--- config.mk ---
export PLATFORM = sky130hd
export DESIGN_NAME = msh_eval
export DESIGN_NICKNAME = d
export VERILOG_FILES = /design/src/sv/msh_pkg.sv /design/src/sv/msh_eval.sv
export SDC_FILE = /design/constraint.sdc
export NUM_CORES = 2
export LEC_CHECK = 0
export ABC_CLOCK_PERIOD_IN_PS = 29500
export BUFFER_PORTS_ARGS = -buffer_cell sky130_fd_sc_hd__buf_2
export CAP_MARGIN = 30
export CORE_AREA = 2 2 410 412
export DETAILED_ROUTE_END_ITERATION = 12
export DIE_AREA = 0 0 412 414
export PLACE_DENSITY_LB_ADDON = 0.05
export SLEW_MARGIN = 10
export SYNTH_ARGS = -nofsm -noshare
export SYNTH_HDL_FRONTEND = slang
export SYNTH_SLANG_ARGS = --single-unit
--- constraint.sdc ---
create_clock -name vclk -period 29.5
set_clock_uncertainty 0.05 [all_clocks]
set_input_delay 4.425 -clock vclk [all_inputs]
set_output_delay 4.425 -clock vclk [all_outputs]
set_load 0.005 [all_outputs]
--- src/sv/msh_pkg.sv ---
// Shared types and constants for the motion sensor health monitor.
package msh_pkg;

  // Failure codes reported with each result word.
  localparam logic [2:0] FAIL_NONE   = 3'd0;
  localparam logic [2:0] FAIL_DEVICE = 3'd1;
  localparam logic [2:0] FAIL_POSE   = 3'd2;
  localparam logic [2:0] FAIL_JUMP   = 3'd3;
  localparam logic [2:0] FAIL_FROZEN = 3'd4;

  // Configuration register indexes (byte address is four times the index).
  localparam int unsigned CfgAddrW = 5;
  localparam logic [2:0] REG_INVALID_CONFIRM = 3'd0;
  localparam logic [2:0] REG_JUMP_CONFIRM    = 3'd1;
  localparam logic [2:0] REG_MAX_POSE_JUMP   = 3'd2;
  localparam logic [2:0] REG_MAX_HEAD_JUMP   = 3'd3;
  localparam logic [2:0] REG_TRACK_EPSILON   = 3'd4;
  localparam logic [2:0] REG_FROZEN_DWELL    = 3'd5;
  localparam logic [2:0] REG_FROZEN_MOTOR    = 3'd6;

  // Register reset values.
  localparam logic [7:0]  RST_INVALID_CONFIRM = 8'd3;
  localparam logic [7:0]  RST_JUMP_CONFIRM    = 8'd2;
  localparam logic [22:0] RST_MAX_POSE_JUMP   = 23'd3072;
  localparam logic [45:0] RST_MAX_POSE_SQ     = 46'd9437184;
  localparam logic [13:0] RST_MAX_HEAD_JUMP   = 14'd1920;
  localparam logic [15:0] RST_TRACK_EPSILON   = 16'd64;
  localparam logic [15:0] RST_FROZEN_DWELL    = 16'd300;
  localparam logic [19:0] RST_FROZEN_MOTOR    = 20'd1440;

  // One full turn of heading in degrees Q.6.
  localparam logic signed [18:0] TURN_Q6 = 19'sd23040;

  // All six device valid bits set.
  localparam logic [5:0] DEV_ALL_VALID = 6'h3F;

  // Configuration as seen by the evaluation logic.
  typedef struct packed {
    logic [7:0]  invalid_confirm_count;
    logic [7:0]  jump_confirm_count;
    logic [45:0] max_pose_jump_sq;
    logic [13:0] max_heading_jump;
    logic [15:0] tracking_epsilon;
    logic [15:0] frozen_dwell_ms;
    logic [19:0] frozen_motor_delta;
  } msh_cfg_t;

  // One motion sample.
  typedef struct packed {
    logic               pose_usable;
    logic [5:0]         device_valid_mask;
    logic signed [23:0] pose_x;
    logic signed [23:0] pose_y;
    logic signed [15:0] heading;
    logic signed [31:0] left_track_dist;
    logic signed [31:0] right_track_dist;
    logic signed [31:0] left_motor_angle;
    logic signed [31:0] right_motor_angle;
    logic [31:0]        time_ms;
    logic               intent_idle;
  } msh_item_t;

  // Monitor state carried from sample to sample.
  typedef struct packed {
    logic               seeded;
    logic signed [23:0] prev_x;
    logic signed [23:0] prev_y;
    logic signed [15:0] prev_heading;
    logic signed [23:0] good_x;
    logic signed [23:0] good_y;
    logic signed [15:0] good_heading;
    logic signed [31:0] base_left_track;
    logic signed [31:0] base_right_track;
    logic signed [31:0] base_left_motor;
    logic signed [31:0] base_right_motor;
    logic [31:0]        left_base_time;
    logic [31:0]        right_base_time;
    logic [7:0]         bad_run;
    logic [7:0]         jump_run;
  } msh_state_t;

endpackage

--- src/sv/msh_eval.sv ---
// Single-pass judgment of one sample: failure code and next monitor state.
module msh_eval (
  input  msh_pkg::msh_item_t  item_i,
  input  msh_pkg::msh_state_t state_i,
  input  msh_pkg::msh_cfg_t   cfg_i,
  output msh_pkg::msh_state_t state_o,
  output logic [2:0]          code_o
);

  // Magnitude of the difference of two signed 32-bit values.
  function automatic logic [32:0] abs_diff32(logic [31:0] a, logic [31:0] b);
    logic [32:0] diff;
    diff = {a[31], a} - {b[31], b};
    return diff[32] ? (~diff + 33'd1) : diff;
  endfunction

  // Magnitude of the difference of two signed 24-bit values.
  function automatic logic [24:0] abs_diff24(logic [23:0] a, logic [23:0] b);
    logic [24:0] diff;
    diff = {a[23], a} - {b[23], b};
    return diff[24] ? (~diff + 25'd1) : diff;
  endfunction

  msh_pkg::msh_state_t eff;
  logic               invalid;
  logic [7:0]         bad_inc;
  logic [7:0]         jump_inc;
  logic [24:0]        ax;
  logic [24:0]        ay;
  logic [49:0]        sqx;
  logic [49:0]        sqy;
  logic [49:0]        d2;
  logic signed [18:0] dh;
  logic signed [18:0] cand [6];
  logic [14:0]        r;
  logic [14:0]        r_rev;
  logic [14:0]        hm;
  logic               jump;
  logic               l_refresh;
  logic               r_refresh;
  logic [31:0]        l_elapsed;
  logic [31:0]        r_elapsed;
  logic               l_frozen;
  logic               r_frozen;

  // First sample seeds every piece of state from the sample itself.
  always_comb begin
    if (state_i.seeded) begin
      eff = state_i;
    end else begin
      eff.seeded           = 1'b1;
      eff.prev_x           = item_i.pose_x;
      eff.prev_y           = item_i.pose_y;
      eff.prev_heading     = item_i.heading;
      eff.good_x           = item_i.pose_x;
      eff.good_y           = item_i.pose_y;
      eff.good_heading     = item_i.heading;
      eff.base_left_track  = item_i.left_track_dist;
      eff.base_right_track = item_i.right_track_dist;
      eff.base_left_motor  = item_i.left_motor_angle;
      eff.base_right_motor = item_i.right_motor_angle;
      eff.left_base_time   = item_i.time_ms;
      eff.right_base_time  = item_i.time_ms;
      eff.bad_run          = 8'd0;
      eff.jump_run         = 8'd0;
    end
  end

  assign invalid  = !item_i.pose_usable || (item_i.device_valid_mask != msh_pkg::DEV_ALL_VALID);
  assign bad_inc  = (eff.bad_run == 8'hFF) ? eff.bad_run : eff.bad_run + 8'd1;
  assign jump_inc = (eff.jump_run == 8'hFF) ? eff.jump_run : eff.jump_run + 8'd1;

  // Squared position step.
  assign ax  = abs_diff24(item_i.pose_x, eff.prev_x);
  assign ay  = abs_diff24(item_i.pose_y, eff.prev_y);
  assign sqx = ax * ax;
  assign sqy = ay * ay;
  assign d2  = sqx + sqy;

  // Heading step into one turn: the raw step lies within three turns either way;
  // one copy shifted by -3..+2 turns is in [0, turn), none below -2 turns (r = 0).
  assign dh = 19'(item_i.heading) - 19'(eff.prev_heading);
  always_comb begin
    r = 15'd0;
    for (int k = 0; k < 6; k++) begin
      cand[k] = dh + 19'(k - 3) * msh_pkg::TURN_Q6;
    end
    for (int k = 0; k < 6; k++) begin
      if (!cand[k][18] && (cand[k] < msh_pkg::TURN_Q6)) begin
        r = cand[k][14:0];
      end
    end
  end
  assign r_rev = msh_pkg::TURN_Q6[14:0] - r;
  assign hm    = (r > r_rev) ? r_rev : r;

  assign jump = (d2 > {4'd0, cfg_i.max_pose_jump_sq}) ||
                (hm > {1'b0, cfg_i.max_heading_jump});

  // Tracker baseline refresh and frozen checks against the refreshed baselines.
  assign l_refresh = abs_diff32(item_i.left_track_dist, eff.base_left_track) >=
                     {17'd0, cfg_i.tracking_epsilon};
  assign r_refresh = abs_diff32(item_i.right_track_dist, eff.base_right_track) >=
                     {17'd0, cfg_i.tracking_epsilon};
  assign l_elapsed = item_i.time_ms - (l_refresh ? item_i.time_ms : eff.left_base_time);
  assign r_elapsed = item_i.time_ms - (r_refresh ? item_i.time_ms : eff.right_base_time);
  assign l_frozen  = (l_elapsed >= {16'd0, cfg_i.frozen_dwell_ms}) &&
                     (abs_diff32(item_i.left_motor_angle,
                                 l_refresh ? item_i.left_motor_angle : eff.base_left_motor) >=
                      {13'd0, cfg_i.frozen_motor_delta});
  assign r_frozen  = (r_elapsed >= {16'd0, cfg_i.frozen_dwell_ms}) &&
                     (abs_diff32(item_i.right_motor_angle,
                                 r_refresh ? item_i.right_motor_angle : eff.base_right_motor) >=
                      {13'd0, cfg_i.frozen_motor_delta});

  // Decision and next state.
  always_comb begin
    state_o = eff;
    code_o  = msh_pkg::FAIL_NONE;
    if (invalid) begin
      state_o.bad_run      = bad_inc;
      state_o.prev_x       = item_i.pose_x;
      state_o.prev_y       = item_i.pose_y;
      state_o.prev_heading = item_i.heading;
      if (bad_inc >= cfg_i.invalid_confirm_count) begin
        code_o = item_i.pose_usable ? msh_pkg::FAIL_DEVICE : msh_pkg::FAIL_POSE;
      end
    end else if (jump) begin
      state_o.bad_run      = 8'd0;
      state_o.jump_run     = jump_inc;
      state_o.prev_x       = item_i.pose_x;
      state_o.prev_y       = item_i.pose_y;
      state_o.prev_heading = item_i.heading;
      if (jump_inc >= cfg_i.jump_confirm_count) begin
        code_o = msh_pkg::FAIL_JUMP;
      end
    end else begin
      state_o.bad_run  = 8'd0;
      state_o.jump_run = 8'd0;
      if (item_i.intent_idle) begin
        state_o.base_left_track  = item_i.left_track_dist;
        state_o.base_right_track = item_i.right_track_dist;
        state_o.base_left_motor  = item_i.left_motor_angle;
        state_o.base_right_motor = item_i.right_motor_angle;
        state_o.left_base_time   = item_i.time_ms;
        state_o.right_base_time  = item_i.time_ms;
      end else begin
        if (l_refresh) begin
          state_o.base_left_track = item_i.left_track_dist;
          state_o.base_left_motor = item_i.left_motor_angle;
          state_o.left_base_time  = item_i.time_ms;
        end
        if (r_refresh) begin
          state_o.base_right_track = item_i.right_track_dist;
          state_o.base_right_motor = item_i.right_motor_angle;
          state_o.right_base_time  = item_i.time_ms;
        end
      end
      if (!item_i.intent_idle && (l_frozen || r_frozen)) begin
        code_o = msh_pkg::FAIL_FROZEN;
      end else begin
        state_o.prev_x       = item_i.pose_x;
        state_o.prev_y       = item_i.pose_y;
        state_o.prev_heading = item_i.heading;
        state_o.good_x       = item_i.pose_x;
        state_o.good_y       = item_i.pose_y;
        state_o.good_heading = item_i.heading;
      end
    end
  end

endmodule

==> out/qor.yml <==
placed_design:
  port_buffers: 1036
  dp_hpwl_um: 241000
  gp_congestion: 0.983
  pre_cts_slack_ns: 1.48
logic_synthesis:
  synthCells: 8271
  yosysTopAreaCellShare: 0.309
  synth_top_family_by_area: "adder cells"
  synth_fa_ha_area_frac: 0.461
  yosysWarningCount: 0
  ys_types: 104
  synth_area_leader_cell: "fa_1"
  synth_compound_area_frac: 0.165
  synth.most_common_cell: "inv_1"
  synth_simple_gate_area_frac: 0.144
  synth_top_cells_by_count: "inv_1 (1559), fa_1 (1042), ha_1 (822)"
  yosysSeqAreaShare: 0
  synth_area_um2: 67500
  avgSynthCellArea_um2: 8.16
  synthMuxAreaShare: 0.0779
  synth_area_leaders: "fa_1 (31%), ha_1 (15%), inv_1 (8.7%), mux2i_1 (4.0%), nor2_1 (3.7%)"
  synth-xor-area-share: 0.0464
grt:
  grt_overflow_total: 0
  grt_max_degree: 99
  grt_pass1_vias: 65400
  grt_first_pass_wirelength_um: 403000
  antenna_found_initial: 65
  grt_use_total: 0.312
critical_path:
  critPathLaunchType: "primary input"
  slowest_delay_ns: 0.73
  critPathMaxFanout: 64
  path_class: "in2out"
  cp-end-kind: "primary output"
  arrival_ns: 23.21
  slowest_stage: "o21ai_0"
  critPathMostFrequentCell: "fa_1"
  cp.required_ns: 25.02
die:
  core_area_um2: 166000
  design.portCount: 1037
  die-area_um2: 171000
  die_width_um: 412
  rows: 150
  initial_core_util: 0.406
  die_h_um: 414
sta:
  tightest_slew_ns: 1.07
  fmaxAchievable_mhz: 36.1
  fin_crit_sh: 0.938
  grt_setup_unrepaired: "no"
  finalSetupTns_ns: 0
  drv_slew: 0
  hold_ws_ns: 9.08
  setup-violations-final: 0
  finalWorstPathRequiredPeriod_ns: 27.69
  finalHoldViolations: 0
  layout_setup_ws_ns: 1.81
  slew_headroom: 0.285
detailed_routing:
  vias: 64100
  via_per_inst: 5.63
  first_pass_iters: 7
  drtAntennaViolNets: 0
  routedWlPerCell_um: 24.0
  first_iter_violations: 4634
  drc_errors: 0
  wl_um: 273000
cells_and_area:
  fin_nets: 11700
  n_fill_cell: 17300
  syn_to_final_growth_pct: 11.6
  nFlopsAndLatches: 0
  utilization: 0.453
  layout-drive-gt1-share: 0.157
  clock_buffers: 0
  seq_area_um2: 0
flow_run:
  drv_cap: 0
min_path:
  hold_path_startpoint: "state_i[210]"
  hold_path_depth: 3
  worstHoldPathType: "in2out"
  worstHoldEndpoint: "state_o[210]"
cts:
  cts_resized: 0
  postCtsSetupRepairBufs: 0
  cts_hold_buf: 0
run_status:
  outcome: "completed"
[area by class of cell]
type / instances / area (µm²) / share of cell area
antenna: 33 / 82.6 / 0.00110
inverter: 1567 / 5880 / 0.0781
multi-input combinational: 6455 / 60600 / 0.805
tap: 2204 / 2760 / 0.0366
timing repair buffer: 1132 / 5970 / 0.0792
[per-layer routing]
layer  wire [µm]  track usage  vias up
met1      112000        0.401    32000
met5         162      0.00509        -
met3       15300       0.0253      368
met2      133000        0.543     2250
li1            -            -    29500
met4       12300        0.117       10
[worst max-delay path, delay by kind of cell]
family	cells	cell delay [ns]
buffers and inverters	13	3.14
adder cells (fa/ha/maj)	12	5.56
XOR/XNOR	3	0.64
multiplexers	1	0.15
AO/OA/AOI/OAI	22	5.26
AND/OR/NAND/NOR	12	3.70
[logic make-up (layout without fill, tap and decap cells)]
family	after synthesis	in the layout
XOR/XNOR	356	356
other	2	71
AO/OA/AOI/OAI	1666	1666
buffers and inverters	1852	2699
adder cells (fa/ha/maj)	1864	1864
AND/OR/NAND/NOR	2052	2052
multiplexers	479	479
[through the flow]
stage	cells	cell area, µm²
detailed placement	11400	75200
finish	11400	75300
global route	11400	75300
CTS	11400	75200
floorplan	8307	67700
global placement	11400	75200
[placed cells by master, fill, tap and decap left out, types with 66 or more instances in the layout]
cell type  instances
nor2_1           667
a21oi_1          474
o21a_1            94
inv_1           1559
mux2i_1          268
buf_2           1036
nor2b_1           67
nand2_1          565
nand3_1          116
mux2_2           132
o21ai_0          255
a21o_1           179
xnor2_1          221
a31oi_1          111
nand2b_1          66
fa_1            1042
xor2_1           132
ha_1             822
buf_4             91
nor3_1           125
nand4_1           87
[how the worst max path moves through the flow]
stage	startpoint	endpoint	slack [ns]	depth (start not counted)
floorplan	state_i[336]	state_o[294]	5.48	65
global placement	state_i[336]	state_o[314]	1.59	63
detailed placement	state_i[336]	state_o[314]	1.48	63
CTS	state_i[336]	state_o[314]	1.42	63
global route	state_i[336]	state_o[80]	0.74	63
finish	state_i[336]	state_o[80]	1.81	63
Power is left out: the tool's default activity adds up to more than one toggle a clock period on the data nets, which glitch-free logic cannot reach.
