### src/sv/msh_pkg.sv
// Shared types and constants for the motion sensor health monitor.
package msh_pkg;

  // Failure codes reported with each result word.
  localparam logic [2:0] FAIL_NONE   = 3'd0;
  localparam logic [2:0] FAIL_DEVICE = 3'd1;
  localparam logic [2:0] FAIL_POSE   = 3'd2;
  localparam logic [2:0] FAIL_JUMP   = 3'd3;
  localparam logic [2:0] FAIL_FROZEN = 3'd4;

  // Configuration register indexes (byte address is four times the index).
  localparam int unsigned CfgAddrW = 5;
  localparam logic [2:0] REG_INVALID_CONFIRM = 3'd0;
  localparam logic [2:0] REG_JUMP_CONFIRM    = 3'd1;
  localparam logic [2:0] REG_MAX_POSE_JUMP   = 3'd2;
  localparam logic [2:0] REG_MAX_HEAD_JUMP   = 3'd3;
  localparam logic [2:0] REG_TRACK_EPSILON   = 3'd4;
  localparam logic [2:0] REG_FROZEN_DWELL    = 3'd5;
  localparam logic [2:0] REG_FROZEN_MOTOR    = 3'd6;

  // Register reset values.
  localparam logic [7:0]  RST_INVALID_CONFIRM = 8'd3;
  localparam logic [7:0]  RST_JUMP_CONFIRM    = 8'd2;
  localparam logic [22:0] RST_MAX_POSE_JUMP   = 23'd3072;
  localparam logic [45:0] RST_MAX_POSE_SQ     = 46'd9437184;
  localparam logic [13:0] RST_MAX_HEAD_JUMP   = 14'd1920;
  localparam logic [15:0] RST_TRACK_EPSILON   = 16'd64;
  localparam logic [15:0] RST_FROZEN_DWELL    = 16'd300;
  localparam logic [19:0] RST_FROZEN_MOTOR    = 20'd1440;

  // One full turn of heading in degrees Q.6.
  localparam logic signed [18:0] TURN_Q6 = 19'sd23040;

  // All six device valid bits set.
  localparam logic [5:0] DEV_ALL_VALID = 6'h3F;

  // Configuration as seen by the evaluation logic.
  typedef struct packed {
    logic [7:0]  invalid_confirm_count;
    logic [7:0]  jump_confirm_count;
    logic [45:0] max_pose_jump_sq;
    logic [13:0] max_heading_jump;
    logic [15:0] tracking_epsilon;
    logic [15:0] frozen_dwell_ms;
    logic [19:0] frozen_motor_delta;
  } msh_cfg_t;

  // One motion sample.
  typedef struct packed {
    logic               pose_usable;
    logic [5:0]         device_valid_mask;
    logic signed [23:0] pose_x;
    logic signed [23:0] pose_y;
    logic signed [15:0] heading;
    logic signed [31:0] left_track_dist;
    logic signed [31:0] right_track_dist;
    logic signed [31:0] left_motor_angle;
    logic signed [31:0] right_motor_angle;
    logic [31:0]        time_ms;
    logic               intent_idle;
  } msh_item_t;

  // Monitor state carried from sample to sample.
  typedef struct packed {
    logic               seeded;
    logic signed [23:0] prev_x;
    logic signed [23:0] prev_y;
    logic signed [15:0] prev_heading;
    logic signed [23:0] good_x;
    logic signed [23:0] good_y;
    logic signed [15:0] good_heading;
    logic signed [31:0] base_left_track;
    logic signed [31:0] base_right_track;
    logic signed [31:0] base_left_motor;
    logic signed [31:0] base_right_motor;
    logic [31:0]        left_base_time;
    logic [31:0]        right_base_time;
    logic [7:0]         bad_run;
    logic [7:0]         jump_run;
  } msh_state_t;

endpackage

### src/sv/msh_cfg_regs.sv
// APB configuration registers of the motion sensor health monitor.
module msh_cfg_regs (
  input  logic                          clk_i,
  input  logic                          rst_ni,
  input  logic                          psel,
  input  logic                          penable,
  input  logic                          pwrite,
  input  logic [msh_pkg::CfgAddrW-1:0]  paddr,
  input  logic [31:0]                   pwdata,
  output logic [31:0]                   prdata,
  output logic                          pready,
  output msh_pkg::msh_cfg_t             cfg_o
);

  logic [7:0]  invalid_confirm_q;
  logic [7:0]  jump_confirm_q;
  logic [22:0] max_pose_jump_q;
  logic [45:0] max_pose_sq_q;
  logic [45:0] max_pose_sq_d;
  logic [13:0] max_head_jump_q;
  logic [15:0] track_epsilon_q;
  logic [15:0] frozen_dwell_q;
  logic [19:0] frozen_motor_q;
  logic [2:0]  reg_idx;
  logic        wr_en;

  assign pready  = 1'b1;
  assign reg_idx = paddr[msh_pkg::CfgAddrW-1:2];
  assign wr_en   = psel & penable & pwrite & pready;

  // The pose limit is kept squared so the sample path compares squares directly.
  assign max_pose_sq_d = pwdata[22:0] * pwdata[22:0];

  // Register writes.
  always_ff @(posedge clk_i or negedge rst_ni) begin
    if (!rst_ni) begin
      invalid_confirm_q <= msh_pkg::RST_INVALID_CONFIRM;
      jump_confirm_q    <= msh_pkg::RST_JUMP_CONFIRM;
      max_pose_jump_q   <= msh_pkg::RST_MAX_POSE_JUMP;
      max_pose_sq_q     <= msh_pkg::RST_MAX_POSE_SQ;
      max_head_jump_q   <= msh_pkg::RST_MAX_HEAD_JUMP;
      track_epsilon_q   <= msh_pkg::RST_TRACK_EPSILON;
      frozen_dwell_q    <= msh_pkg::RST_FROZEN_DWELL;
      frozen_motor_q    <= msh_pkg::RST_FROZEN_MOTOR;
    end else if (wr_en) begin
      unique case (reg_idx)
        msh_pkg::REG_INVALID_CONFIRM: invalid_confirm_q <= pwdata[7:0];
        msh_pkg::REG_JUMP_CONFIRM:    jump_confirm_q    <= pwdata[7:0];
        msh_pkg::REG_MAX_POSE_JUMP: begin
          max_pose_jump_q <= pwdata[22:0];
          max_pose_sq_q   <= max_pose_sq_d;
        end
        msh_pkg::REG_MAX_HEAD_JUMP:   max_head_jump_q   <= pwdata[13:0];
        msh_pkg::REG_TRACK_EPSILON:   track_epsilon_q   <= pwdata[15:0];
        msh_pkg::REG_FROZEN_DWELL:    frozen_dwell_q    <= pwdata[15:0];
        msh_pkg::REG_FROZEN_MOTOR:    frozen_motor_q    <= pwdata[19:0];
        default: ;
      endcase
    end
  end

  // Read back.
  always_comb begin
    unique case (reg_idx)
      msh_pkg::REG_INVALID_CONFIRM: prdata = {24'd0, invalid_confirm_q};
      msh_pkg::REG_JUMP_CONFIRM:    prdata = {24'd0, jump_confirm_q};
      msh_pkg::REG_MAX_POSE_JUMP:   prdata = {9'd0, max_pose_jump_q};
      msh_pkg::REG_MAX_HEAD_JUMP:   prdata = {18'd0, max_head_jump_q};
      msh_pkg::REG_TRACK_EPSILON:   prdata = {16'd0, track_epsilon_q};
      msh_pkg::REG_FROZEN_DWELL:    prdata = {16'd0, frozen_dwell_q};
      msh_pkg::REG_FROZEN_MOTOR:    prdata = {12'd0, frozen_motor_q};
      default:                      prdata = 32'd0;
    endcase
  end

  assign cfg_o.invalid_confirm_count = invalid_confirm_q;
  assign cfg_o.jump_confirm_count    = jump_confirm_q;
  assign cfg_o.max_pose_jump_sq      = max_pose_sq_q;
  assign cfg_o.max_heading_jump      = max_head_jump_q;
  assign cfg_o.tracking_epsilon      = track_epsilon_q;
  assign cfg_o.frozen_dwell_ms       = frozen_dwell_q;
  assign cfg_o.frozen_motor_delta    = frozen_motor_q;

endmodule

### config.mk
export PLATFORM = sky130hd
export DESIGN_NAME = msh_cfg_regs
export DESIGN_NICKNAME = d
export VERILOG_FILES = /design/src/sv/msh_pkg.sv /design/src/sv/msh_cfg_regs.sv
export SDC_FILE = /design/constraint.sdc
export NUM_CORES = 1
export LEC_CHECK = 0
export BUFFER_PORTS_ARGS = -buffer_cell sky130_fd_sc_hd__buf_2
export CAP_MARGIN = 0
export CORE_MARGIN = 5
export CORE_UTILIZATION = 50
export DETAILED_ROUTE_END_ITERATION = 16
export GPL_TIMING_DRIVEN = 0
export PLACE_DENSITY = 0.69
export SLEW_MARGIN = 20
export SYNTH_ARGS = -nofsm -noshare
export SYNTH_HDL_FRONTEND = slang
export SYNTH_SLANG_ARGS = --single-unit
export TNS_END_PERCENT = 100
### constraint.sdc
create_clock -name clk_i -period 3.3 [get_ports clk_i]
set_input_delay 0.495 -clock clk_i [delete_from_list [all_inputs] [get_ports clk_i]]
set_output_delay 0.495 -clock clk_i [all_outputs]
set_load 0.02 [all_outputs]
==> report_table.html, run 1 <==
<table>
<tr><th>Metric</th><th>Value</th></tr>
<tr><th colspan="2">Min path</th></tr>
<tr><td>Class of the worst hold path</td><td>in2reg</td></tr>
<tr><th colspan="2">Logic synthesis</th></tr>
<tr><td>Most common cell in the netlist</td><td>sky130_fd_sc_hd__inv_1</td></tr>
<tr><td>Area of the mapped netlist</td><td>0.02170 mm^2</td></tr>
<tr><td>Distinct cells, synth</td><td>73</td></tr>
<tr><td>Async S/R FF share, synth</td><td>100.0%</td></tr>
<tr><td>Leading post-synthesis cells by cell area</td><td>sky130_fd_sc_hd__fa_1 36%, sky130_fd_sc_hd__dfrtp_1 15%, sky130_fd_sc_hd__ha_1 10%, sky130_fd_sc_hd__inv_1 8.6%, sky130_fd_sc_hd__mux2_2 4.8%</td></tr>
<tr><td>Most common flop cell mapped by yosys</td><td>sky130_fd_sc_hd__dfrtp_1</td></tr>
<tr><td>Gate count of the mapped netlist</td><td>2250</td></tr>
<tr><td>Leading post-synthesis cells by instance count</td><td>495 x sky130_fd_sc_hd__inv_1, 385 x sky130_fd_sc_hd__fa_1, 264 x sky130_fd_sc_hd__nand2_1</td></tr>
<tr><td>EDFF count, synth</td><td>0</td></tr>
<tr><td>Avg Synthesized Cell Area</td><td>9.643 um^2</td></tr>
<tr><td>Ys Warns</td><td>0</td></tr>
<tr><td>Area share of the leading cell type in the synthesized netlist</td><td>35.52%</td></tr>
<tr><td>Part of the Yosys area used for sequential elements</td><td>17.30%</td></tr>
<tr><td>#FFs+latches synth</td><td>149</td></tr>
<tr><td>Cell taking the most area after synthesis</td><td>sky130_fd_sc_hd__fa_1</td></tr>
<tr><th colspan="2">Final layout</th></tr>
<tr><td>Nets</td><td>roughly 3200</td></tr>
<tr><td>Area occupied by multi-input gates</td><td>0.01685 mm^2</td></tr>
<tr><td>Final Instance Count excl. Fillers</td><td>roughly 3200</td></tr>
<tr><td>Area growth from synthesis to layout</td><td>27.22%</td></tr>
<tr><td>Final standard cell utilization of the core</td><td>64.22%</td></tr>
<tr><td>Number of filler instances in the final layout</td><td>3453</td></tr>
<tr><td>Fraction of layout instances using a drive strength above 1</td><td>between 30% and 40%</td></tr>
<tr><td>Storage cell area</td><td>0.003754 mm^2</td></tr>
<tr><th colspan="2">Run status</th></tr>
<tr><td>Violations in the final reports</td><td>negative setup slack</td></tr>
<tr><td>Run status</td><td>finished, violations left</td></tr>
<tr><th colspan="2">Global routing</th></tr>
<tr><td>Total grt overflow</td><td>0</td></tr>
<tr><td>Largest net degree at the start of global routing</td><td>90</td></tr>
<tr><td>Global-route track usage on met2</td><td>49.83%</td></tr>
<tr><td>Most used routing layer in global routing</td><td>met2</td></tr>
<tr><td>Met3 global-route usage</td><td>approximately 6%</td></tr>
<tr><td>Global-route wire length before repair</td><td>106.2 mm</td></tr>
<tr><td>Initial antenna violation count</td><td>2</td></tr>
<tr><td>Gr usage total</td><td>29.35%</td></tr>
<tr><td>Vias in the first global route</td><td>~19000</td></tr>
<tr><td>Grt met1 use</td><td>36.26%</td></tr>
<tr><th colspan="2">Clocking</th></tr>
<tr><td>CTS root buffer</td><td>sky130_fd_sc_hd__clkbuf_16</td></tr>
<tr><td>CTS Buf Count</td><td>17</td></tr>
<tr><td>Num Clock Sinks</td><td>149</td></tr>
<tr><td>Max Buffers Root-to-Sink</td><td>2</td></tr>
<tr><td>Clock latency on the worst-skew pair</td><td>between 400 and 500 ps</td></tr>
<tr><td>Clk slew on worst S/H paths</td><td>70 ps</td></tr>
<tr><td>Clock tree from TritonCTS</td><td>built</td></tr>
<tr><td>Number of H-tree levels</td><td>4</td></tr>
<tr><th colspan="2">Critical path</th></tr>
<tr><td>Reg-to-reg critical path endpoint</td><td>frozen_dwell_q[13]$_DFFE_PN0P_</td></tr>
<tr><td>Family with the most delay on the worst path</td><td>adder cells</td></tr>
<tr><td>Data arrival time of the critical path</td><td>6880 ps</td></tr>
<tr><td>Number of cells on the worst reg-to-reg path</td><td>1</td></tr>
<tr><td>Nature of the critical path endpoint</td><td>flip-flop</td></tr>
<tr><td>Sequence of cells on the critical path</td><td>buf_8 &gt; clkbuf_16 &gt; buf_12 &gt; buf_12 &gt; and2_4 &gt; fa_1 &gt; inv_2 &gt; fa_1 &gt; fa_1 &gt; inv_2 &gt; fa_1 &gt; fa_1 &gt; fa_1 &gt; fa_2 &gt; ha_4 &gt; nand2_2 &gt; or3_4 &gt; a211oi_4 &gt; nor3_4 &gt; o21a_1 &gt; or4_1 &gt; nand3_1</td></tr>
<tr><td>Number of stages on the worst setup path</td><td>22</td></tr>
<tr><td>Critical path startpoint</td><td>pwdata[8]</td></tr>
<tr><td>Crit Path Max Fanout</td><td>6</td></tr>
<tr><td>Reg-to-reg slack, setup</td><td>between 2000 and 2500 ps</td></tr>
<tr><td>Most numerous cell on the critical path</td><td>sky130_fd_sc_hd__fa_1</td></tr>
<tr><td>Startpoint type of the worst setup path</td><td>input pin</td></tr>
<tr><td>Classification of the worst setup path</td><td>in2reg</td></tr>
<tr><td>Required time reported for the critical path endpoint</td><td>roughly 3700 ps</td></tr>
<tr><td>CP Buf/Inv Count</td><td>6</td></tr>
<tr><td>Critical-path cell with the highest stage delay</td><td>sky130_fd_sc_hd__fa_1</td></tr>
<tr><td>R2R Path Start</td><td>frozen_dwell_q[13]$_DFFE_PN0P_</td></tr>
<tr><td>End point of the critical path</td><td>max_pose_sq_q[40]$_DFFE_PN0P_</td></tr>
<tr><td>Peak per-stage delay on the critical path</td><td>between 500 and 600 ps</td></tr>
<tr><th colspan="2">Route</th></tr>
<tr><td>Wirelength per Cell</td><td>~22 um</td></tr>
<tr><td>Via count of the routed design</td><td>approximately 18000</td></tr>
<tr><td>Violation count after the first detailed-routing iteration</td><td>1307</td></tr>
<tr><td>DRC violation count after routing</td><td>0</td></tr>
<tr><td>Number of detailed-route iterations in the first pass</td><td>5</td></tr>
<tr><td>Post-detailed-route via-to-cell ratio</td><td>5.497</td></tr>
<tr><td>Remaining antenna violation count</td><td>0</td></tr>
<tr><td>Total length of routed wires</td><td>between 70 and 80 mm</td></tr>
<tr><th colspan="2">Placement</th></tr>
<tr><td>Input/output buffers</td><td>~180</td></tr>
<tr><td>Post-place setup slack</td><td>-4519 ps</td></tr>
<tr><td>Cell count after placement</td><td>3020</td></tr>
<tr><td>HPWL after detailed placement</td><td>52.62 mm</td></tr>
<tr><td>Weighted congestion at the end of routability-driven global placement</td><td>0.9767</td></tr>
<tr><th colspan="2">STA</th></tr>
<tr><td>Number of pins exceeding their max-slew limit in the final report</td><td>0</td></tr>
<tr><td>Worst Hold Slack</td><td>414.5 ps</td></tr>
<tr><td>Unrepaired setup endpoints after global routing</td><td>yes</td></tr>
<tr><td>Slew at the pin with the worst max-slew slack</td><td>a little over 900 ps</td></tr>
<tr><td>Count of final hold-check violations</td><td>0</td></tr>
<tr><td>Post-layout minimum cycle time</td><td>6478 ps</td></tr>
<tr><td>Top achievable clock speed</td><td>0.1544 GHz</td></tr>
<tr><td>Crit share post-route</td><td>196.3%</td></tr>
<tr><td>Final worst setup slack</td><td>-3178 ps</td></tr>
<tr><td>Worst-case headroom to the max-slew limit</td><td>38.23%</td></tr>
<tr><td># setup viols final</td><td>41</td></tr>
<tr><td>Setup clock skew after layout</td><td>0 ps</td></tr>
<tr><th colspan="2">Die</th></tr>
<tr><td>Die boundary height</td><td>218.3 um</td></tr>
<tr><td>Die boundary width</td><td>218.3 um</td></tr>
<tr><td>Initial Utilization</td><td>50.48%</td></tr>
<tr><td>Number of I/O pins</td><td>203</td></tr>
<tr><td>Std-Cell Core Area</td><td>0.04298 mm^2</td></tr>
<tr><td>Placement Rows</td><td>between 70 and 80</td></tr>
<tr><td>Area of the die</td><td>0.04766 mm^2</td></tr>
<tr><th colspan="2">Job</th></tr>
<tr><td>Max-capacitance violation count</td><td>0</td></tr>
</table>
worst min path at each step:
| stage | startpoint | end | slack [ps] | cells past startpoint |
|---|---|---|---|---|
| after floorplan | rst_ni | frozen_dwell_q[0]$_DFFE_PN0P_ | 200 | 0 |
| after global placement | max_pose_sq_q[2]$_DFFE_PN0P_ | max_pose_sq_q[2]$_DFFE_PN0P_ | 450 | 2 |
| after detailed placement | rst_ni | frozen_dwell_q[6]$_DFFE_PN0P_ | 460 | 1 |
| after CTS | pwdata[0] | max_pose_jump_q[0]$_DFFE_PN0P_ | 400 | 3 |
| after global routing | pwdata[17] | frozen_motor_q[17]$_DFFE_PN0P_ | 420 | 2 |
| final | pwdata[17] | frozen_motor_q[17]$_DFFE_PN0P_ | 410 | 2 |
cell usage in the layout, fill, tap and decap left out, types with 39 or more instances in the layout:
master                      count
sky130_fd_sc_hd__a21oi_1       43
sky130_fd_sc_hd__and2_1        91
sky130_fd_sc_hd__buf_2        163
sky130_fd_sc_hd__buf_4        126
sky130_fd_sc_hd__clkbuf_16     48
sky130_fd_sc_hd__dfrtp_1      129
sky130_fd_sc_hd__fa_1         356
sky130_fd_sc_hd__ha_1         137
sky130_fd_sc_hd__inv_1        450
sky130_fd_sc_hd__inv_2         40
sky130_fd_sc_hd__mux2_2        93
sky130_fd_sc_hd__nand2_1      228
sky130_fd_sc_hd__nor2_1        52
sky130_fd_sc_hd__o21ai_1       39
kinds of logic after synthesis:
| logic type | synth area share (%) |
|---|---|
| AOI/OAI and AO/OA | 7.012 |
| adders and majority gates | 45.56 |
| other | 0.03461 |
| and+or+nand+nor | 11.25 |
| muxes | 5.588 |
| DFF | 17.30 |
| buffers and inverters | 11.12 |
| xor gates and xnor gates | 2.139 |
sequential cells by signal, summed over array words and instances, names as in the netlist:
name               count
track_epsilon_q       16
max_pose_sq_q         44
jump_confirm_q         8
max_head_jump_q       14
invalid_confirm_q      8
frozen_motor_q        20
frozen_dwell_q        16
max_pose_jump_q       23
metrics by stage:
| step | instance area [um^2] | TNS (ps) |
|---|---|---|
| floorplan | 22460 | -96890 |
| global placement | 24070 | -186740 |
| detailed placement | 24110 | -134960 |
| CTS | 26650 | -98690 |
| global route | 27600 | -107960 |
| finish | 27600 | -102020 |
repair_timing:
item / 4_1_cts / 5_1_grt
hold buffers: 1 / 0
endpoints found under the setup margin: 41 / 50
gates resized for setup: 277 / 159
cloned: 4 / 1
endpoints found under the hold margin: 50 / 0
pin swaps: 106 / 103
buffers inserted: 86 / 58
final cells by class:
| cell class | instances | area share (%) |
|---|---|---|
| flip-flops and latches | 149 | 13.60 |
| repair buffers | 321 | 8.508 |
| clock inverters | 11 | 0.5077 |
| clock buffers | 20 | 1.655 |
| multi-input cells | 1492 | 61.05 |
| inverters | 496 | 6.831 |
| diodes | 2 | 0.01813 |
| plain buffers | 118 | 5.177 |
| well taps | 585 | 2.652 |
metal layers:
metal / up-vias / wire, um
met5: - / 7
met2: 727 / 35800
met1: 9037 / 26160
met3: 225 / 4993
met4: 2 / 3742
li1: 7568 / -
Power of run 1 is left out: the tool's default activity adds up to more than one toggle a clock period on the data nets, which glitch-free logic cannot reach.
==> run 2, diff against run 1 <==
--- a/config.mk
+++ b/config.mk
@@ -7,6 +7,7 @@
 export LEC_CHECK = 0
 export BUFFER_PORTS_ARGS = -buffer_cell sky130_fd_sc_hd__buf_2
 export CAP_MARGIN = 0
+export CORE_ASPECT_RATIO = 1.25
 export CORE_MARGIN = 5
 export CORE_UTILIZATION = 50
 export DETAILED_ROUTE_END_ITERATION = 16
==> constraint.sdc (replaced) <==
create_clock -name clk_i -period 3.3 [get_ports clk_i]
set_input_delay 0.66 -clock clk_i [delete_from_list [all_inputs] [get_ports clk_i]]
set_output_delay 0.66 -clock clk_i [all_outputs]
set_load 0.02 [all_outputs]
==> run 2 against run 1 <==
The flow still finishes with violations (negative setup slack). Register-to-register slack about the same. Die area hardly changed. Non-clock buffer count decreased by 10. Utilization grew 0.23 points. First-iteration DRC count shrank 8.8%. Worst hold slack worse by 310 ps. Cell count fell by 0.94%. Count of clock-buffer cells in the layout down 3. Wire length is 2.5% higher. Clock skew unchanged. Critical path depth shrank 2. Via count fell by 0.15%.
==> report_table.html, run 2 (synthesized netlist as in run 1, its figures left out) <==
<table>
<tr><th>Metric</th><th>Value</th></tr>
<tr><th colspan="2">Placement</th></tr>
<tr><td>Input/output buffers</td><td>175 (unchanged)</td></tr>
<tr><td>HPWL after detailed placement</td><td>53.36 mm (+1.4%)</td></tr>
<tr><td>Weighted congestion at the end of routability-driven global placement</td><td>0.9528 (-2.4%)</td></tr>
<tr><th colspan="2">STA</th></tr>
<tr><td>Worst-case headroom to the max-slew limit</td><td>27.04% (-11 points)</td></tr>
<tr><td>Top achievable clock speed</td><td>0.1504 GHz (-2.6%)</td></tr>
<tr><td>Slew at the pin with the worst max-slew slack</td><td>1094 ps (+167.8 ps)</td></tr>
<tr><td>Count of final hold-check violations</td><td>0 (unchanged)</td></tr>
<tr><td>Crit share post-route</td><td>201.5% (+5.2 points)</td></tr>
<tr><td>Unrepaired setup endpoints after global routing</td><td>yes</td></tr>
<tr><td>Post-layout minimum cycle time</td><td>6650 ps (+171.4 ps)</td></tr>
<tr><td>Final worst setup slack</td><td>-3350 ps (-171.4 ps)</td></tr>
<tr><td># setup viols final</td><td>41 (unchanged)</td></tr>
<tr><td>Worst Hold Slack</td><td>100.4 ps (-314.1 ps)</td></tr>
<tr><td>Setup clock skew after layout</td><td>0 ps (unchanged)</td></tr>
<tr><td>Number of pins exceeding their max-slew limit in the final report</td><td>0 (unchanged)</td></tr>
<tr><th colspan="2">Final layout</th></tr>
<tr><td>Largest regs</td><td>max_pose_sq_q x44, max_pose_jump_q x23, frozen_motor_q x20</td></tr>
<tr><td>Most common cell after layout, fill and taps aside</td><td>sky130_fd_sc_hd__inv_1</td></tr>
<tr><td>Top reg by flops</td><td>max_pose_sq_q</td></tr>
<tr><td>Final standard cell utilization of the core</td><td>64.45% (+0.23 points)</td></tr>
<tr><td>Fraction of layout instances using a drive strength above 1</td><td>32.53% (+1.2 points)</td></tr>
<tr><td>Max FFs per register</td><td>44 (unchanged)</td></tr>
<tr><td>Nets</td><td>3186 (-0.31%)</td></tr>
<tr><td>Area growth from synthesis to layout</td><td>27.62%</td></tr>
<tr><td>Commonest cells after routing, fill and taps aside</td><td>441 x sky130_fd_sc_hd__inv_1, 356 x sky130_fd_sc_hd__fa_1, 230 x sky130_fd_sc_hd__nand2_1, 164 x sky130_fd_sc_hd__buf_2, 130 x sky130_fd_sc_hd__ha_1</td></tr>
<tr><th colspan="2">Route</th></tr>
<tr><td>DRC violation count after routing</td><td>0 (unchanged)</td></tr>
<tr><td>Total length of routed wires</td><td>72.50 mm (+2.5%)</td></tr>
<tr><td>Wirelength per Cell</td><td>22.91 um (+3.5%)</td></tr>
<tr><td>Remaining antenna violation count</td><td>0 (unchanged)</td></tr>
<tr><td>Via count of the routed design</td><td>17530 (-0.15%)</td></tr>
<tr><td>Violation count after the first detailed-routing iteration</td><td>1192 (-8.8%)</td></tr>
<tr><td>Post-detailed-route via-to-cell ratio</td><td>5.541 (+0.80%)</td></tr>
<tr><td>Number of detailed-route iterations in the first pass</td><td>6 (+1)</td></tr>
<tr><th colspan="2">Global routing</th></tr>
<tr><td>Total grt overflow</td><td>0 (unchanged)</td></tr>
<tr><td>Global-route wire length before repair</td><td>107.4 mm (+1.1%)</td></tr>
<tr><td>Gr usage total</td><td>29.72% (+0.38 points)</td></tr>
<tr><td>Grt met1 use</td><td>33.45% (-2.8 points)</td></tr>
<tr><td>Initial antenna violation count</td><td>6 (+4)</td></tr>
<tr><td>Met3 global-route usage</td><td>6.075% (+0.13 points)</td></tr>
<tr><td>Global-route track usage on met2</td><td>53.14% (+3.3 points)</td></tr>
<tr><td>Vias in the first global route</td><td>18850 (+0.83%)</td></tr>
<tr><td>Most used routing layer in global routing</td><td>met2</td></tr>
<tr><td>Largest net degree at the start of global routing</td><td>90 (unchanged)</td></tr>
<tr><th colspan="2">Die</th></tr>
<tr><td>Placement Rows</td><td>85 (+12%)</td></tr>
<tr><td>Die boundary height</td><td>242.9 um (+11%)</td></tr>
<tr><td>Die boundary width</td><td>196.3 um (-10%)</td></tr>
<tr><td>Area of the die</td><td>0.04769 mm^2 (about the same)</td></tr>
<tr><td>Std-Cell Core Area</td><td>0.04297 mm^2 (about the same)</td></tr>
<tr><td>Initial Utilization</td><td>50.50% (about the same)</td></tr>
<tr><td>Number of I/O pins</td><td>203 (unchanged)</td></tr>
<tr><th colspan="2">Clocking</th></tr>
<tr><td>CTS root buffer</td><td>sky130_fd_sc_hd__clkbuf_16</td></tr>
<tr><td>Max Buffers Root-to-Sink</td><td>2 (unchanged)</td></tr>
<tr><td>Clock tree from TritonCTS</td><td>built</td></tr>
<tr><td>Num Clock Sinks</td><td>149 (unchanged)</td></tr>
<tr><td>Clock latency on the worst-skew pair</td><td>450 ps (about the same)</td></tr>
<tr><td>Post-CTS Hold Fix Bufs</td><td>0 (-1)</td></tr>
<tr><td>Clk slew on worst S/H paths</td><td>80 ps (about the same)</td></tr>
<tr><td>Number of H-tree levels</td><td>4 (unchanged)</td></tr>
<tr><td>CTS Buf Count</td><td>17 (unchanged)</td></tr>
<tr><th colspan="2">Critical path</th></tr>
<tr><td>Startpoint type of the worst setup path</td><td>input pin</td></tr>
<tr><td>R2R Path Start</td><td>frozen_dwell_q[4]$_DFFE_PN0P_</td></tr>
<tr><td>Crit Path Max Fanout</td><td>10 (+4)</td></tr>
<tr><td>Reg-to-reg slack, setup</td><td>2480 ps (about the same)</td></tr>
<tr><td>Classification of the worst setup path</td><td>in2reg</td></tr>
<tr><td>Nature of the critical path endpoint</td><td>flip-flop</td></tr>
<tr><td>Number of cells on the worst reg-to-reg path</td><td>1 (unchanged)</td></tr>
<tr><td>Data arrival time of the critical path</td><td>7040 ps (+160 ps)</td></tr>
<tr><td>Required time reported for the critical path endpoint</td><td>3690 ps (about the same)</td></tr>
<tr><td>Reg-to-reg critical path endpoint</td><td>frozen_dwell_q[4]$_DFFE_PN0P_</td></tr>
<tr><th colspan="2">Min path</th></tr>
<tr><td>Class of the worst hold path</td><td>in2async</td></tr>
<tr><th colspan="2">Job</th></tr>
<tr><td>Max-capacitance violation count</td><td>0 (unchanged)</td></tr>
<tr><th colspan="2">Run status</th></tr>
<tr><td>Violations in the final reports</td><td>negative setup slack</td></tr>
<tr><td>Run status</td><td>finished, violations left</td></tr>
</table>
==> run 2: worst max-delay path, stage by stage <==
cell and delay [ps]:
sky130_fd_sc_hd__buf_4 160, sky130_fd_sc_hd__buf_4 220, sky130_fd_sc_hd__and2_1 220, sky130_fd_sc_hd__fa_2 570
sky130_fd_sc_hd__inv_1 50, sky130_fd_sc_hd__fa_1 430, sky130_fd_sc_hd__fa_1 520, sky130_fd_sc_hd__inv_1 60
sky130_fd_sc_hd__fa_1 510, sky130_fd_sc_hd__fa_1 520, sky130_fd_sc_hd__fa_1 540, sky130_fd_sc_hd__fa_2 500
sky130_fd_sc_hd__ha_4 320, sky130_fd_sc_hd__nand2_1 110, sky130_fd_sc_hd__or3_4 440, sky130_fd_sc_hd__a211oi_4 320
sky130_fd_sc_hd__nor3_4 80, sky130_fd_sc_hd__o21a_1 200, sky130_fd_sc_hd__or4_1 480, sky130_fd_sc_hd__nand3_1 80
==> run 2: layout make-up <==
| class | instances | area, um^2 |
|---|---|---|
| fillers | 3356 | 15280 |
| clock buffers | 17 | 425.4 |
| clock inverters | 15 | 183.9 |
| multi-input cells | 1492 | 17020 |
| well taps | 565 | 706.9 |
| plain buffers | 118 | 1439 |
| diodes | 1 | 2.502 |
| repair buffers | 311 | 2253 |
| flip-flops and latches | 149 | 3754 |
| inverters | 496 | 1902 |
==> run 2: what timing repair did <==
| item | CTS | global route |
|---|---|---|
| endpoints found under the setup margin | 62 | 54 |
| setup buffers | 95 | 45 |
| resized for setup | 327 | 167 |
| pin swaps | 131 | 113 |
| cloned | 1 | 3 |
==> run 2: how the worst max path moves through the flow <==
| stage | startpoint | endpoint | slack (ps) | cells after the start |
|---|---|---|---|---|
| finish | pwdata[7] | max_pose_sq_q[40]$_DFFE_PN0P_ | -3350 | 20 |
| global route | pwdata[18] | max_pose_sq_q[44]$_DFFE_PN0P_ | -3460 | 27 |
| CTS | pwdata[10] | max_pose_sq_q[40]$_DFFE_PN0P_ | -3340 | 24 |
| detailed placement | pwdata[14] | max_pose_sq_q[45]$_DFFE_PN0P_ | -4760 | 25 |
| global placement | pwdata[14] | max_pose_sq_q[45]$_DFFE_PN0P_ | -4640 | 25 |
| floorplan | pwdata[8] | max_pose_sq_q[40]$_DFFE_PN0P_ | -3330 | 21 |
==> run 2: metal layers <==
layer | wire length (um) | vias up
li1 | - | 7541
met1 | 24840 | 9001
met2 | 38520 | 741
met3 | 4972 | 244
met4 | 4132 | 6
met5 | 34 | -
==> run 2: per-stage QoR <==
| stage | setup TNS, ps | cell area [um^2] | cells | worst slack [ps] |
|---|---|---|---|---|
| 2_1_floorplan | -103650 | 22460 | 2259 | -3330 |
| 3_3_place_gp | -230720 | 24040 | 2999 | -4643 |
| 3_5_place_dp | -150100 | 24090 | 3000 | -4757 |
| 4_1_cts | -105280 | 26770 | 3126 | -3340 |
| 5_1_grt | -113530 | 27690 | 3163 | -3460 |
| 6_report | -108130 | 27690 | 3164 | -3350 |
Power of run 2 is left out for the same reason.
